## src/design/clipped_standardized_row_variance_assert.svh

```systemverilog
// Assertion macros for the clipped standardized row variance block.
`ifndef CLIPPED_STANDARDIZED_ROW_VARIANCE_ASSERT_SVH
`define CLIPPED_STANDARDIZED_ROW_VARIANCE_ASSERT_SVH

// Same-cycle implication, sampled on clk, off while rst_n is low.
`define CSRV_ASSERT_NOW(lbl, ante, cons, msg) \
    lbl: assert property (@(posedge clk) disable iff (!rst_n) (ante) |-> (cons)) \
        else $error(msg);

// Next-cycle implication, sampled on clk, off while rst_n is low.
`define CSRV_ASSERT_NEXT(lbl, ante, cons, msg) \
    lbl: assert property (@(posedge clk) disable iff (!rst_n) (ante) |=> (cons)) \
        else $error(msg);

`endif

```

## src/design/csrv_pkg.sv

```systemverilog
// Shared types and constants of the clipped standardized row variance block.
package csrv_pkg;

    localparam int VAL_W   = 24;
    localparam int COL_W   = 21;
    localparam int CLIP_W  = 26;
    localparam int SUM_W   = 64;
    localparam int RES_W   = 40;
    localparam int ADDR_W  = 3;
    localparam int DATA_W  = 32;

    localparam int MAX_COLUMNS_DEFAULT = 1048576;

    localparam logic [COL_W-1:0]  COL_RESET  = 21'd1;
    localparam logic [CLIP_W-1:0] CLIP_RESET = 26'd65536;

    // register index, taken from paddr[2]
    localparam logic REG_COLUMN_COUNT = 1'b0;
    localparam logic REG_CLIP_LIMIT   = 1'b1;

    // command queue between front and back
    localparam int QUEUE_DEPTH = 4;
    localparam int QPTR_W      = 2;
    localparam int QLVL_W      = 3;

    // shared divider geometry
    localparam int DREM_W  = 37;
    localparam int DLOW_W  = 40;
    localparam int DSTEP_W = 6;
    localparam logic [DSTEP_W-1:0] Z_STEPS     = 6'd26;
    localparam logic [DSTEP_W-1:0] FINAL_STEPS = 6'd40;

    typedef struct packed {
        logic [VAL_W-1:0] entry_value;
        logic [VAL_W-1:0] row_mean;
        logic [VAL_W-1:0] row_sd;
        logic             has_entry;
        logic             row_end;
    } item_t;

    typedef struct packed {
        logic [RES_W-1:0] row_variance;
        logic             count_overflow;
    } result_t;

    typedef struct packed {
        logic             has_entry;
        logic             row_end;
        logic [VAL_W-1:0] diff;
        logic [VAL_W-1:0] mean;
        logic [VAL_W-1:0] sd;
    } cmd_t;

    typedef struct packed {
        logic [COL_W-1:0]  cols;
        logic [CLIP_W-1:0] clip;
    } cfg_t;

    typedef struct packed {
        logic [QLVL_W-1:0] level;
        logic              full;
        logic              empty;
    } qstat_t;

    typedef struct packed {
        logic               start;
        logic [DREM_W-1:0]  rem;
        logic [DREM_W-1:0]  divisor;
        logic [DLOW_W-1:0]  low;
        logic [DSTEP_W-1:0] steps;
    } div_req_t;

    typedef struct packed {
        logic              done;
        logic [DLOW_W-1:0] quot;
    } div_rsp_t;

endpackage

```

## src/design/csrv_front.sv

```systemverilog
// Front end: accept items, drop empty markers, form the command for the back end.
module csrv_front
    import csrv_pkg::*;
(
    input  logic  item_valid,
    output logic  item_ready,
    input  item_t item,
    input  logic  q_full,
    output logic  push,
    output cmd_t  push_cmd
);

    logic [VAL_W-1:0] diff;
    logic [VAL_W-1:0] sd_fix;

    // markers without row end are taken and dropped
    assign item_ready = !q_full;
    assign push       = item_valid && !q_full && (item.has_entry || item.row_end);

    assign diff   = (item.entry_value >= item.row_mean) ? (item.entry_value - item.row_mean)
                                                        : (item.row_mean - item.entry_value);
    // zero sd counts as one LSB
    assign sd_fix = (item.row_sd == '0) ? VAL_W'(1) : item.row_sd;

    assign push_cmd.has_entry = item.has_entry;
    assign push_cmd.row_end   = item.row_end;
    assign push_cmd.diff      = diff;
    assign push_cmd.mean      = item.row_mean;
    assign push_cmd.sd        = sd_fix;

endmodule

```

## src/design/csrv_queue.sv

```systemverilog
// Short command queue between the front and back ends.
module csrv_queue
    import csrv_pkg::*;
(
    input  logic   clk,
    input  logic   rst_n,
    input  logic   push,
    input  cmd_t   push_cmd,
    input  logic   pop,
    output cmd_t   pop_cmd,
    output qstat_t stat
);

    cmd_t              slot_reg [QUEUE_DEPTH];
    logic [QPTR_W-1:0] wr_ptr_reg;
    logic [QPTR_W-1:0] rd_ptr_reg;
    logic [QLVL_W-1:0] level_reg;
    logic              do_push;
    logic              do_pop;

    assign stat.level = level_reg;
    assign stat.full  = (level_reg == QLVL_W'(QUEUE_DEPTH));
    assign stat.empty = (level_reg == '0);

    assign do_push = push && !stat.full;
    assign do_pop  = pop && !stat.empty;
    assign pop_cmd = slot_reg[rd_ptr_reg];

    always_ff @(posedge clk)
    begin
        if (do_push)
        begin
            slot_reg[wr_ptr_reg] <= push_cmd;
        end
    end

    always_ff @(posedge clk or negedge rst_n)
    begin
        if (!rst_n)
        begin
            wr_ptr_reg <= '0;
            rd_ptr_reg <= '0;
            level_reg  <= '0;
        end
        else
        begin
            if (do_push)
            begin
                wr_ptr_reg <= wr_ptr_reg + 1'b1;
            end
            if (do_pop)
            begin
                rd_ptr_reg <= rd_ptr_reg + 1'b1;
            end
            if (do_push && !do_pop)
            begin
                level_reg <= level_reg + 1'b1;
            end
            else if (do_pop && !do_push)
            begin
                level_reg <= level_reg - 1'b1;
            end
        end
    end

endmodule

```

## src/design/csrv_div.sv

```systemverilog
// Shared restoring divider, one quotient bit per cycle.
module csrv_div
    import csrv_pkg::*;
(
    input  logic     clk,
    input  logic     rst_n,
    input  div_req_t req,
    output div_rsp_t rsp
);

    logic [DREM_W-1:0]  rem_reg;
    logic [DREM_W-1:0]  dvs_reg;
    logic [DLOW_W-1:0]  low_reg;
    logic [DLOW_W-1:0]  quot_reg;
    logic [DSTEP_W-1:0] left_reg;
    logic               done_reg;
    logic [DREM_W:0]    trial;
    logic               fits;

    // shift the next dividend bit in, subtract where the divisor fits
    assign trial = {rem_reg, low_reg[DLOW_W-1]};
    assign fits  = (trial >= {1'b0, dvs_reg});

    assign rsp.done = done_reg;
    assign rsp.quot = quot_reg;

    always_ff @(posedge clk)
    begin
        if (req.start)
        begin
            rem_reg  <= req.rem;
            dvs_reg  <= req.divisor;
            low_reg  <= req.low;
            quot_reg <= '0;
        end
        else if (left_reg != '0)
        begin
            rem_reg  <= fits ? DREM_W'(trial - {1'b0, dvs_reg}) : DREM_W'(trial);
            low_reg  <= {low_reg[DLOW_W-2:0], 1'b0};
            quot_reg <= {quot_reg[DLOW_W-2:0], fits};
        end
    end

    always_ff @(posedge clk or negedge rst_n)
    begin
        if (!rst_n)
        begin
            left_reg <= '0;
            done_reg <= 1'b0;
        end
        else if (req.start)
        begin
            left_reg <= req.steps;
            done_reg <= 1'b0;
        end
        else if (left_reg != '0)
        begin
            left_reg <= left_reg - 1'b1;
            done_reg <= (left_reg == DSTEP_W'(1));
        end
    end

endmodule

```

## src/design/csrv_back.sv

```systemverilog
// Back end: clipped z squared, accumulation, zero-value term and the final divide.
module csrv_back
    import csrv_pkg::*;
(
    input  logic     clk,
    input  logic     rst_n,
    input  cfg_t     cfg,
    input  logic     cmd_valid,
    input  cmd_t     cmd,
    output logic     cmd_pop,
    output div_req_t div_req,
    input  div_rsp_t div_rsp,
    output logic     result_valid,
    input  logic     result_ready,
    output result_t  result
);

    localparam logic [3:0] ST_IDLE   = 4'd0;
    localparam logic [3:0] ST_ZSTART = 4'd1;
    localparam logic [3:0] ST_ZWAIT  = 4'd2;
    localparam logic [3:0] ST_SQUARE = 4'd3;
    localparam logic [3:0] ST_ACC    = 4'd4;
    localparam logic [3:0] ST_MUL_LO = 4'd5;
    localparam logic [3:0] ST_MUL_HI = 4'd6;
    localparam logic [3:0] ST_ZADD   = 4'd7;
    localparam logic [3:0] ST_END    = 4'd8;
    localparam logic [3:0] ST_FINAL  = 4'd9;
    localparam logic [3:0] ST_FWAIT  = 4'd10;
    localparam logic [3:0] ST_OUT    = 4'd11;

    localparam int SQ_W   = 2 * CLIP_W;
    localparam int PROD_W = COL_W + CLIP_W;
    localparam int TERM_W = COL_W + SQ_W;

    logic [3:0]        state_reg,  state_next;
    cmd_t              cmd_reg,    cmd_next;
    logic [VAL_W-1:0]  num_reg,    num_next;
    logic              zphase_reg, zphase_next;
    logic [CLIP_W-1:0] mag_reg,    mag_next;
    logic [SQ_W-1:0]   sq_reg,     sq_next;
    logic [COL_W-1:0]  zeros_reg,  zeros_next;
    logic [TERM_W-1:0] term_reg,   term_next;
    logic [SUM_W-1:0]  sum_reg,    sum_next;
    logic [COL_W-1:0]  count_reg,  count_next;
    logic              excess_reg, excess_next;
    logic              ovf_reg,    ovf_next;
    logic [RES_W-1:0]  var_reg,    var_next;
    logic              rvalid_reg, rvalid_next;
    result_t           res_reg,    res_next;

    logic              z_big;
    logic [CLIP_W-1:0] q_z;
    logic [CLIP_W-1:0] mul_sel;
    logic [PROD_W-1:0] prod;
    logic [SQ_W-1:0]   square;
    logic [SUM_W-1:0]  addend;
    logic [SUM_W:0]    sum_wide;
    logic [SUM_W-1:0]  sum_sat;
    logic [COL_W-1:0]  cols_m1;
    logic              final_big;

    assign result_valid = rvalid_reg;
    assign result       = res_reg;

    // quotient reaches 2^26 or more: it clips whatever clip_limit holds
    assign z_big  = ({10'b0, num_reg} >= {cmd_reg.sd, 10'b0});
    assign q_z    = div_rsp.quot[CLIP_W-1:0];
    assign square = {{CLIP_W{1'b0}}, mag_reg} * {{CLIP_W{1'b0}}, mag_reg};

    assign mul_sel = (state_reg == ST_MUL_LO) ? sq_reg[CLIP_W-1:0] : sq_reg[SQ_W-1:CLIP_W];
    assign prod    = {{CLIP_W{1'b0}}, zeros_reg} * {{COL_W{1'b0}}, mul_sel};

    assign addend   = (state_reg == ST_ZADD)
                    ? ((term_reg[TERM_W-1:SUM_W] != '0) ? {SUM_W{1'b1}} : term_reg[SUM_W-1:0])
                    : {{(SUM_W-SQ_W){1'b0}}, sq_reg};
    assign sum_wide = {1'b0, sum_reg} + {1'b0, addend};
    assign sum_sat  = sum_wide[SUM_W] ? {SUM_W{1'b1}} : sum_wide[SUM_W-1:0];

    assign cols_m1   = cfg.cols - 1'b1;
    // quotient would need more than 40 bits
    assign final_big = ({13'b0, sum_reg} >= {cols_m1, 56'b0});

    always_comb
    begin
        state_next  = state_reg;
        cmd_next    = cmd_reg;
        num_next    = num_reg;
        zphase_next = zphase_reg;
        mag_next    = mag_reg;
        sq_next     = sq_reg;
        zeros_next  = zeros_reg;
        term_next   = term_reg;
        sum_next    = sum_reg;
        count_next  = count_reg;
        excess_next = excess_reg;
        ovf_next    = ovf_reg;
        var_next    = var_reg;
        rvalid_next = rvalid_reg;
        res_next    = res_reg;
        cmd_pop     = 1'b0;
        div_req     = '0;

        if (rvalid_reg && result_ready)
        begin
            rvalid_next = 1'b0;
        end

        case (state_reg)
            ST_IDLE:
            begin
                if (cmd_valid)
                begin
                    cmd_pop     = 1'b1;
                    cmd_next    = cmd;
                    num_next    = cmd.diff;
                    zphase_next = 1'b0;
                    state_next  = cmd.has_entry ? ST_ZSTART : ST_END;
                end
            end
            ST_ZSTART:
            begin
                if (z_big)
                begin
                    mag_next   = cfg.clip;
                    state_next = ST_SQUARE;
                end
                else
                begin
                    div_req.start   = 1'b1;
                    div_req.rem     = {23'b0, num_reg[VAL_W-1:10]};
                    div_req.divisor = {13'b0, cmd_reg.sd};
                    div_req.low     = {num_reg[9:0], 30'b0};
                    div_req.steps   = Z_STEPS;
                    state_next      = ST_ZWAIT;
                end
            end
            ST_ZWAIT:
            begin
                if (div_rsp.done)
                begin
                    mag_next   = (q_z > cfg.clip) ? cfg.clip : q_z;
                    state_next = ST_SQUARE;
                end
            end
            ST_SQUARE:
            begin
                sq_next    = square;
                state_next = zphase_reg ? ST_MUL_LO : ST_ACC;
            end
            ST_ACC:
            begin
                sum_next = sum_sat;
                if (count_reg >= cfg.cols)
                begin
                    excess_next = 1'b1;
                end
                if (count_reg != {COL_W{1'b1}})
                begin
                    count_next = count_reg + 1'b1;
                end
                state_next = cmd_reg.row_end ? ST_END : ST_IDLE;
            end
            ST_MUL_LO:
            begin
                term_next  = {{(TERM_W-PROD_W){1'b0}}, prod};
                state_next = ST_MUL_HI;
            end
            ST_MUL_HI:
            begin
                term_next  = term_reg + {prod, {CLIP_W{1'b0}}};
                state_next = ST_ZADD;
            end
            ST_ZADD:
            begin
                sum_next   = sum_sat;
                state_next = ST_FINAL;
            end
            ST_END:
            begin
                ovf_next = excess_reg || (count_reg > cfg.cols);
                if (!excess_reg && (count_reg < cfg.cols))
                begin
                    num_next    = cmd_reg.mean;
                    zeros_next  = cfg.cols - count_reg;
                    zphase_next = 1'b1;
                    state_next  = ST_ZSTART;
                end
                else
                begin
                    state_next = ST_FINAL;
                end
            end
            ST_FINAL:
            begin
                if (cfg.cols <= COL_W'(1))
                begin
                    var_next   = '0;
                    state_next = ST_OUT;
                end
                else if (final_big)
                begin
                    var_next   = {RES_W{1'b1}};
                    state_next = ST_OUT;
                end
                else
                begin
                    div_req.start   = 1'b1;
                    div_req.rem     = {13'b0, sum_reg[SUM_W-1:RES_W]};
                    div_req.divisor = {cols_m1, 16'b0};
                    div_req.low     = sum_reg[RES_W-1:0];
                    div_req.steps   = FINAL_STEPS;
                    state_next      = ST_FWAIT;
                end
            end
            ST_FWAIT:
            begin
                if (div_rsp.done)
                begin
                    var_next   = div_rsp.quot;
                    state_next = ST_OUT;
                end
            end
            ST_OUT:
            begin
                if (!rvalid_reg || result_ready)
                begin
                    res_next.row_variance   = var_reg;
                    res_next.count_overflow = ovf_reg;
                    rvalid_next             = 1'b1;
                    sum_next                = '0;
                    count_next              = '0;
                    excess_next             = 1'b0;
                    state_next              = ST_IDLE;
                end
            end
            default:
            begin
                state_next = ST_IDLE;
            end
        endcase
    end

    always_ff @(posedge clk)
    begin
        cmd_reg    <= cmd_next;
        num_reg    <= num_next;
        zphase_reg <= zphase_next;
        mag_reg    <= mag_next;
        sq_reg     <= sq_next;
        zeros_reg  <= zeros_next;
        term_reg   <= term_next;
        ovf_reg    <= ovf_next;
        var_reg    <= var_next;
        res_reg    <= res_next;
    end

    always_ff @(posedge clk or negedge rst_n)
    begin
        if (!rst_n)
        begin
            state_reg  <= ST_IDLE;
            sum_reg    <= '0;
            count_reg  <= '0;
            excess_reg <= 1'b0;
            rvalid_reg <= 1'b0;
        end
        else
        begin
            state_reg  <= state_next;
            sum_reg    <= sum_next;
            count_reg  <= count_next;
            excess_reg <= excess_next;
            rvalid_reg <= rvalid_next;
        end
    end

endmodule

```

## src/design/clipped_standardized_row_variance.sv

```systemverilog
// Top level of the clipped standardized row variance block: registers, front, queue, back.
//
//  channel  | role   | handshake                       | payload
//  ---------+--------+---------------------------------+-------------------------
//  item     | input  | item_valid / item_ready         | item_t (entry, mean, sd)
//  result   | output | result_valid / result_ready     | result_t (variance, ovf)
//  apb      | config | psel, penable, pwrite, pready   | paddr, pwdata, prdata
//
// An entry may wait in the back end on the shared one-bit-per-cycle divider
// for |z|; a row end adds the zero-value term and the final divide by
// (columns - 1) and the output load.
// The front takes a transaction each cycle while the four-deep queue has room;
// a result holds in its output register until taken and the back end waits behind it.
// Reset clears the queue, the accumulators and the output valid; no clearing pass.

`include "clipped_standardized_row_variance_assert.svh"

module clipped_standardized_row_variance
    import csrv_pkg::*;
#(
    parameter int MAX_COLUMNS = MAX_COLUMNS_DEFAULT
)
(
    input  logic              clk,
    input  logic              rst_n,

    input  logic              psel,
    input  logic              penable,
    input  logic              pwrite,
    input  logic [ADDR_W-1:0] paddr,
    input  logic [DATA_W-1:0] pwdata,
    output logic [DATA_W-1:0] prdata,
    output logic              pready,

    input  logic              item_valid,
    output logic              item_ready,
    input  item_t             item,

    output logic              result_valid,
    input  logic              result_ready,
    output result_t           result
);

    localparam logic [24:0] MaxCols = 25'(MAX_COLUMNS);

    logic [COL_W-1:0]  column_count_reg;
    logic [CLIP_W-1:0] clip_limit_reg;
    logic              cfg_write;
    cfg_t              cfg;

    logic              push;
    cmd_t              push_cmd;
    logic              pop;
    cmd_t              pop_cmd;
    qstat_t            qstat;
    div_req_t          div_req;
    div_rsp_t          div_rsp;

    // APB: zero wait states, register picked by paddr[2]
    assign pready    = 1'b1;
    assign cfg_write = psel && penable && pwrite && pready;

    always_comb
    begin
        case (paddr[2])
            REG_COLUMN_COUNT: prdata = {{(DATA_W-COL_W){1'b0}}, column_count_reg};
            REG_CLIP_LIMIT:   prdata = {{(DATA_W-CLIP_W){1'b0}}, clip_limit_reg};
            default:          prdata = '0;
        endcase
    end

    always_ff @(posedge clk or negedge rst_n)
    begin
        if (!rst_n)
        begin
            column_count_reg <= COL_RESET;
            clip_limit_reg   <= CLIP_RESET;
        end
        else if (cfg_write)
        begin
            case (paddr[2])
                REG_COLUMN_COUNT: column_count_reg <= pwdata[COL_W-1:0];
                REG_CLIP_LIMIT:   clip_limit_reg   <= pwdata[CLIP_W-1:0];
                default:          column_count_reg <= column_count_reg;
            endcase
        end
    end

    // limit the column count to what the design is built for
    assign cfg.cols = ({4'b0, column_count_reg} > MaxCols) ? MaxCols[COL_W-1:0]
                                                             : column_count_reg;
    assign cfg.clip = clip_limit_reg;

    csrv_front u_front (
        .item_valid (item_valid),
        .item_ready (item_ready),
        .item       (item),
        .q_full     (qstat.full),
        .push       (push),
        .push_cmd   (push_cmd)
    );

    csrv_queue u_queue (
        .clk      (clk),
        .rst_n    (rst_n),
        .push     (push),
        .push_cmd (push_cmd),
        .pop      (pop),
        .pop_cmd  (pop_cmd),
        .stat     (qstat)
    );

    csrv_div u_div (
        .clk   (clk),
        .rst_n (rst_n),
        .req   (div_req),
        .rsp   (div_rsp)
    );

    csrv_back u_back (
        .clk          (clk),
        .rst_n        (rst_n),
        .cfg          (cfg),
        .cmd_valid    (!qstat.empty),
        .cmd          (pop_cmd),
        .cmd_pop      (pop),
        .div_req      (div_req),
        .div_rsp      (div_rsp),
        .result_valid (result_valid),
        .result_ready (result_ready),
        .result       (result)
    );

    // queue occupancy never passes its depth
    `CSRV_ASSERT_NOW(a_queue_level, 1'b1, qstat.level <= QLVL_W'(QUEUE_DEPTH), "queue overrun")

    // a taken entry or row end is waiting in the queue or already popped
    `CSRV_ASSERT_NEXT(a_cmd_queued, push && !pop, !qstat.empty, "command lost at the queue")

    // one column or none gives a zero variance
    `CSRV_ASSERT_NOW(a_single_column, result_valid && (cfg.cols <= COL_W'(1)),
        result.row_variance == '0, "nonzero variance with at most one column")

endmodule

```

## config.mk

```make
export PLATFORM = sky130hd
export DESIGN_NAME = clipped_standardized_row_variance
export DESIGN_NICKNAME = d
export VERILOG_FILES = /design/src/design/csrv_pkg.sv /design/src/design/csrv_front.sv /design/src/design/csrv_queue.sv /design/src/design/csrv_div.sv /design/src/design/csrv_back.sv /design/src/design/clipped_standardized_row_variance.sv
export VERILOG_INCLUDE_DIRS = /design/src /design/src/design
export SDC_FILE = /design/constraint.sdc
export NUM_CORES = 2
export LEC_CHECK = 0
export ABC_AREA = 1
export BUFFER_PORTS_ARGS = -buffer_cell sky130_fd_sc_hd__buf_2
export CAP_MARGIN = 40
export CORE_ASPECT_RATIO = 2
export CORE_UTILIZATION = 59
export CTS_CLUSTER_SIZE = 14
export DETAILED_ROUTE_END_ITERATION = 8
export GPL_ROUTABILITY_DRIVEN = 0
export PLACE_DENSITY = 0.77
export SYNTH_ARGS = -nofsm -noshare
export SYNTH_HDL_FRONTEND = slang
export SYNTH_SLANG_ARGS = --single-unit
export TNS_END_PERCENT = 1
```

## constraint.sdc

```tcl
create_clock -name clk -period 9.82 [get_ports clk]
set_input_delay 1.964 -clock clk [delete_from_list [all_inputs] [get_ports clk]]
set_output_delay 1.964 -clock clk [all_outputs]
set_load 0.02 [all_outputs]
```

# == Yosys cells after proc, flatten, opt, wreduce, memory -nomap -nowiden ==
# Memory sizes are Yosys's and may differ from the RTL's.
# Index checks and enable logic that the tools add are counted.
# op_classes
eq_ne,23
magnitude_cmp,10
multipliers,2
muxes,65
n_bitwise,2
addsub,13
n_reduce_logical,45
# op_table
operator,count
$mux W121,3
$mux W64,4
$pmux W121 S2,1
$mux W40,5
$pmux W73 S2,1
$pmux W64 S2,1
$mux W37,3
$mux W26,4
$mux W24,4
$pmux W40 S2,1
$ge A64 B77 Y1,1
$add A73 B73 Y73,1
$add A64 B64 Y65,1
$pmux W32 S2,1
$mux W21,3
$mul A26 B26 Y52,1
$pmux W26 S2,1
$pmux W24 S2,1
$pmux W4 S12,1
$sub A24 B24 Y24,2
$mul A21 B26 Y47,1
$pmux W21 S2,1
$ge A38 B37 Y1,1
$sub A37 B37 Y37,1
other kinds (44),116
# word_totals
output_inout_bits,76
ramBits,296
register_bits,634
n_memories,1
# memory_table
memory,depth,width,rd,rd_clocked_by_memory_dff,wr,line,rtl
u_queue.slot_reg,4,74,1,0,1,csrv_queue.sv:14,cmd_t slot_reg [QUEUE_DEPTH];

# == Longest topological paths before layout ==
# logic_depth
depth_word,9
depth_mapped,51
ltp_nobuf,50

# == By module ==
# A second synthesis with hierarchy kept.
# hier_totals
cells_unflattened,11594
area_unflattened_um2,93986.4
# by_module_without_submodules
module,seq_area_each_um2,cells_each,instances,area_per_inst_um2
csrv_back,12096.6,8305,1,65753.1
csrv_queue,9063.7,924,1,12101.6
csrv_div,4399.2,1225,1,9522.9
csrv_front,0.0,827,1,4085.2
clipped_standardized_row_variance,1178.6,313,1,2523.7

# == Worst setup path before layout ==
# Ideal clock, no wire load.
# synth_timing
kind,reg2reg
startpoint,reg u_back.state_reg[1]
endpoint,"reg u_back.term_reg[70], data pin"
setup_time_ps,146
path_slack_ps,436
t_arrival_ps,9238
path_stages_with_launch,45
period_less_slack_ps,9384
path_cell_list,dfrtp_1 > nor2_1 > inv_1 > nor2_1 > clkbuf_1 > clkbuf_1 > or2_2 > o21ai_0 > inv_1 > clkbuf_1 > nand2_1 > fa_1 > fa_1 > fa_1 > fa_1 > inv_1 > fa_1 > fa_1 > [... 9 more ...] > nand2_1 > nand2_1 > nand2_1 > a21oi_1 > inv_1 > or2_2 > and2_1 > ha_1 > nand2_1 > nor2_1 > inv_1 > nor4_1 > nand3_1 > nand3_1 > nand3_1 > o211ai_1 > o21ai_0 > a21oi_1
# synth_between
elab_chain_cells,5
elab_cells_between_ends,6
cone_classes,add/sub (1); mul (1); eq/ne (2); mux (2)
# synth_rtl
item,line,rtl
"start, declared",csrv_back.sv:35,"logic [3:0] state_reg, state_next;"
"start signal, assigned",csrv_back.sv:269,state_reg <= state_next;
$eq A4 B3 Y1,"csrv_back.sv:70, csrv_back.sv:108",
$mux W26,csrv_back.sv:70,assign mul_sel = (state_reg == ST_MUL_LO) ? sq_reg[CLIP_W-1:0] : sq_reg[SQ_W-1:CLIP_W];
$mul A21 B26 Y47,csrv_back.sv:71,"assign prod = {{CLIP_W{1'b0}}, zeros_reg} * {{COL_W{1'b0}}, mul_sel};"
$add A73 B73 Y73,csrv_back.sv:170,"term_next = term_reg + {prod, {CLIP_W{1'b0}}};"
$pmux W73 S2 *,csrv_back.sv:108,case (state_reg)
"end signal, assigned",csrv_back.sv:251,term_reg <= term_next;
"end, declared",csrv_back.sv:42,"logic [TERM_W-1:0] term_reg, term_next;"
# Every way passes the cells marked *; elsewhere a longest branch is shown, timed or not.
# A chain may end at the register's enable or synchronous reset.

# == Worst setup path in the final report ==
# layout_timing
startpoint,reg u_back.state_reg[1]
endpoint,"reg u_back.term_reg[72], data pin"
# Same word-level chain as after synthesis.

==> summary.txt <==
Outcome
  – Status: finished clean

Clocking
  – Root Driver: clkbuf_16
  – Post-CTS Hold Fix Bufs: 0
  – H-tree depth: 3
  – Clk sinks: 929
  – Num CTS Buffers: 86
  – CTS tree: done
  – Clock slew at reported path FFs: around 70 ps
  – Clk_lat worst skew: 750 ps
  – CTS Buffer Depth: 3

Route
  – Wire per inst: between 20 and 25 um
  – Via count: slightly below 80000
  – DR iter-0 viols: between 8000 and 9000
  – Via density: 6.11
  – DRC viols: 0
  – Remaining antenna violation count after routing: 0
  – DRT Pass-1 Iters: 9
  – Final wirelength: roughly 310 mm

Placed design
  – Post-DP Area: about 93000 um2
  – HPWL Detailed: between 200 and 250 mm
  – # port buffers: ~180

Power
  – Reg power frac: roughly 50%
  – Int Pwr: roughly 7 mW
  – Tot Pwr: 9.42 mW
  – Sw Share: 27.8%
  – Clk network pwr share: between 30 and 40%
  – Peak VDD IR: between 0.15 and 0.2 mV
  – Cell Pwr Density: between 90 and 100 nW/um2
  – Combinational fraction of design power: 13.3%
  – Switching power: about 2.6 mW
  – Leak: between 40 and 50 nW

Setup path
  – Max stage delay on crit path: around 580 ps
  – Crit end category: flip-flop
  – Crit Path Class: reg2reg
  – Crit-path max FO: 34
  – R2R Setup Slk: about 270 ps
  – Crit path buffers/inverters: 15
  – CP most frequent cell: inv_1
  – Worst path required time: 10310 ps
  – CP max-delay cell: fa_1
  – Crit path max-delay family: adder cells
  – Startpoint Class: flip-flop
  – Critical path arrival: about 10000 ps

Synthesis
  – Post-synthesis register bit count: between 900 and 1000
  – Number of synthesized flops with an enable pin: roughly 740
  – Avg Cell Area, Syn: roughly 8.6 um2
  – Fraction of registers with async set/reset: 16.4%
  – Synth Instances: approximately 10000
  – Synth warn: 0
  – Post-Synthesis Cell Area: 88400 um2
  – Yosys cell types: 66
  – Synth Flop Type: edfxtp_1
  – Seq/Total Area, Yosys: a little under a third

GRT
  – Total grt overflow: 0
  – Total global-route track usage: 42.0%
  – First-pass GRT wire length: ~460 mm
  – Largest net degree at the start of global routing: 130
  – Initial antenna violation count: 26
  – Vias in the first global route: 79600

Die
  – Num ports: about 190
  – Die Wd: between 200 and 300 um
  – DIE AREA: 152000 um2
  – Placement Rows: 200
  – Die height: between 500 and 600 um
  – Core Region: about 150000 um2
  – Starting Density: 59.5%

Timing
  – Worst-margin pin slew: approximately 1000 ps
  – Fin crit share: a little over nine tenths
  – RSZ-0062 raised after global routing: true
  – Worst rel slew slack: 29.7%
  – Min Tclk post-route: roughly 9600 ps
  – Skew final: roughly 84 ps
  – Max-slew violations: 0
  – Final-report setup violation count: 0
  – Final Hold Viols: 0
  – Fmax: roughly 100 MHz

Final layout
  – Share of layout cells above drive strength 1: just under 8%
  – Max FFs per register: around 300
  – Finished Cell Area: about 97000 um2
  – # fillers: 11900
  – Area Overhead vs Synth: 9.44%
  – Most frequent cells in the layout: 2133 x inv_1, 1716 x nand2_1, 1153 x nor2_1
  – Most common cell after layout, fill and taps aside: inv_1
  – # nets final: 12300

Flow run
  – Max-cap violations: 0

Hold path
  – Hold crit path type: reg2reg
[routing by layer]
metal	global-route usage [%]	vias up	routed length, um
li1	-	33100	-
met1	40.2	36700	88200
met2	69.4	5215	149000
met3	11.6	2105	31300
met4	44.3	14	43200
met5	0.0325	-	95
[cells in the mapped netlist (20+ instances only)]
cell | count | area, um2
a21o_1 | 39 | 293
a21oi_1 | 523 | 2620
a31oi_1 | 94 | 588
buf_1 | 24 | 90.1
clkbuf_1 | 307 | 1150
clkinv_1 | 20 | 75.1
dfrtp_1 | 150 | 3750
dfxtp_1 | 40 | 801
edfxtp_1 | 737 | 22100
fa_1 | 973 | 19500
ha_1 | 630 | 7880
inv_1 | 2143 | 8040
nand2_1 | 1717 | 6440
nand3_1 | 214 | 1070
nand4_1 | 45 | 282
nor2_1 | 1169 | 4390
nor3_1 | 73 | 365
nor4_1 | 37 | 231
o211ai_1 | 21 | 158
o21a_1 | 25 | 188
o21ai_0 | 788 | 3940
o21bai_1 | 24 | 180
o22ai_1 | 59 | 369
or2_2 | 39 | 244
xnor2_1 | 86 | 753
xor2_1 | 155 | 1360
[stage by stage]
stage	util (%)	setup slack, ps	instances	hold slack, ps	TNS [ps]
finish	65.1	269	12600	420	0
global route	65.1	-60.1	12600	424	-184
CTS	64.7	94.5	12600	419	0
detailed placement	62.8	40.5	12400	405	0
global placement	62.6	102	12400	402	0
floorplan	-	436	10300	400	0
[path summary, 6_finish.rpt]
check / cells past startpoint / to / startpoint
min: 0 / u_back.result[35] / u_back.var_reg[34]
max in group asynchronous: 3 / u_back.sum_reg[16] / rst_n
max: 43 / u_back.term_reg[72] / u_back.state_reg[1]
min reg2reg: 0 / u_back.result[35] / u_back.var_reg[34]
max reg2reg: 43 / u_back.term_reg[72] / u_back.state_reg[1]
min in group asynchronous: 1 / u_queue.wr_ptr_reg[0] / rst_n
[final cells by class]
cell class	instances	area (um2)	area share [%]
well taps	1919	2400	2.48
flip-flops and latches	929	26700	27.6
multi-input cells	6870	52400	54.2
repair buffers	558	4120	4.26
clock buffers	125	2390	2.47
diodes	17	42.5	0.0440
inverters	2170	8170	8.44
clock inverters	35	489	0.506
[logic make-up (layout without fill, tap and decap cells)]
group / Yosys count / after routing / share of synthesized area (%)
AO/OA/AOI/OAI: 1682 / 1682 / 10.4
flip-flops: 929 / 929 / 30.2
multiplexers: 8 / 8 / 0.0920
AND/OR/NAND/NOR: 3329 / 3329 / 15.0
buffers and inverters: 2534 / 2888 / 10.9
adder cells (fa/ha/maj): 1603 / 1603 / 30.9
XOR/XNOR: 241 / 241 / 2.39
other: 2 / 24 / 0.00849
[power groups by stage]
stage	clock network (mW)	logic [mW]	registers, mW
after floorplan	0	0.703	4.71
after global placement	0	1.09	4.73
after CTS	3.48	1.17	4.66
after detailed placement	0	1.15	4.74
final	3.50	1.25	4.67
after global routing	3.63	1.32	4.68
[timing repair]
action / 4_1_cts / 5_1_grt
buffers inserted: 0 / 4
gates resized for setup: 1 / 72
pin swaps: 0 / 5
endpoints found under the setup margin: 1 / 18
hold endpoints to repair: 0 / 0
No activity file was read; power rests on OpenSTA's default activity.
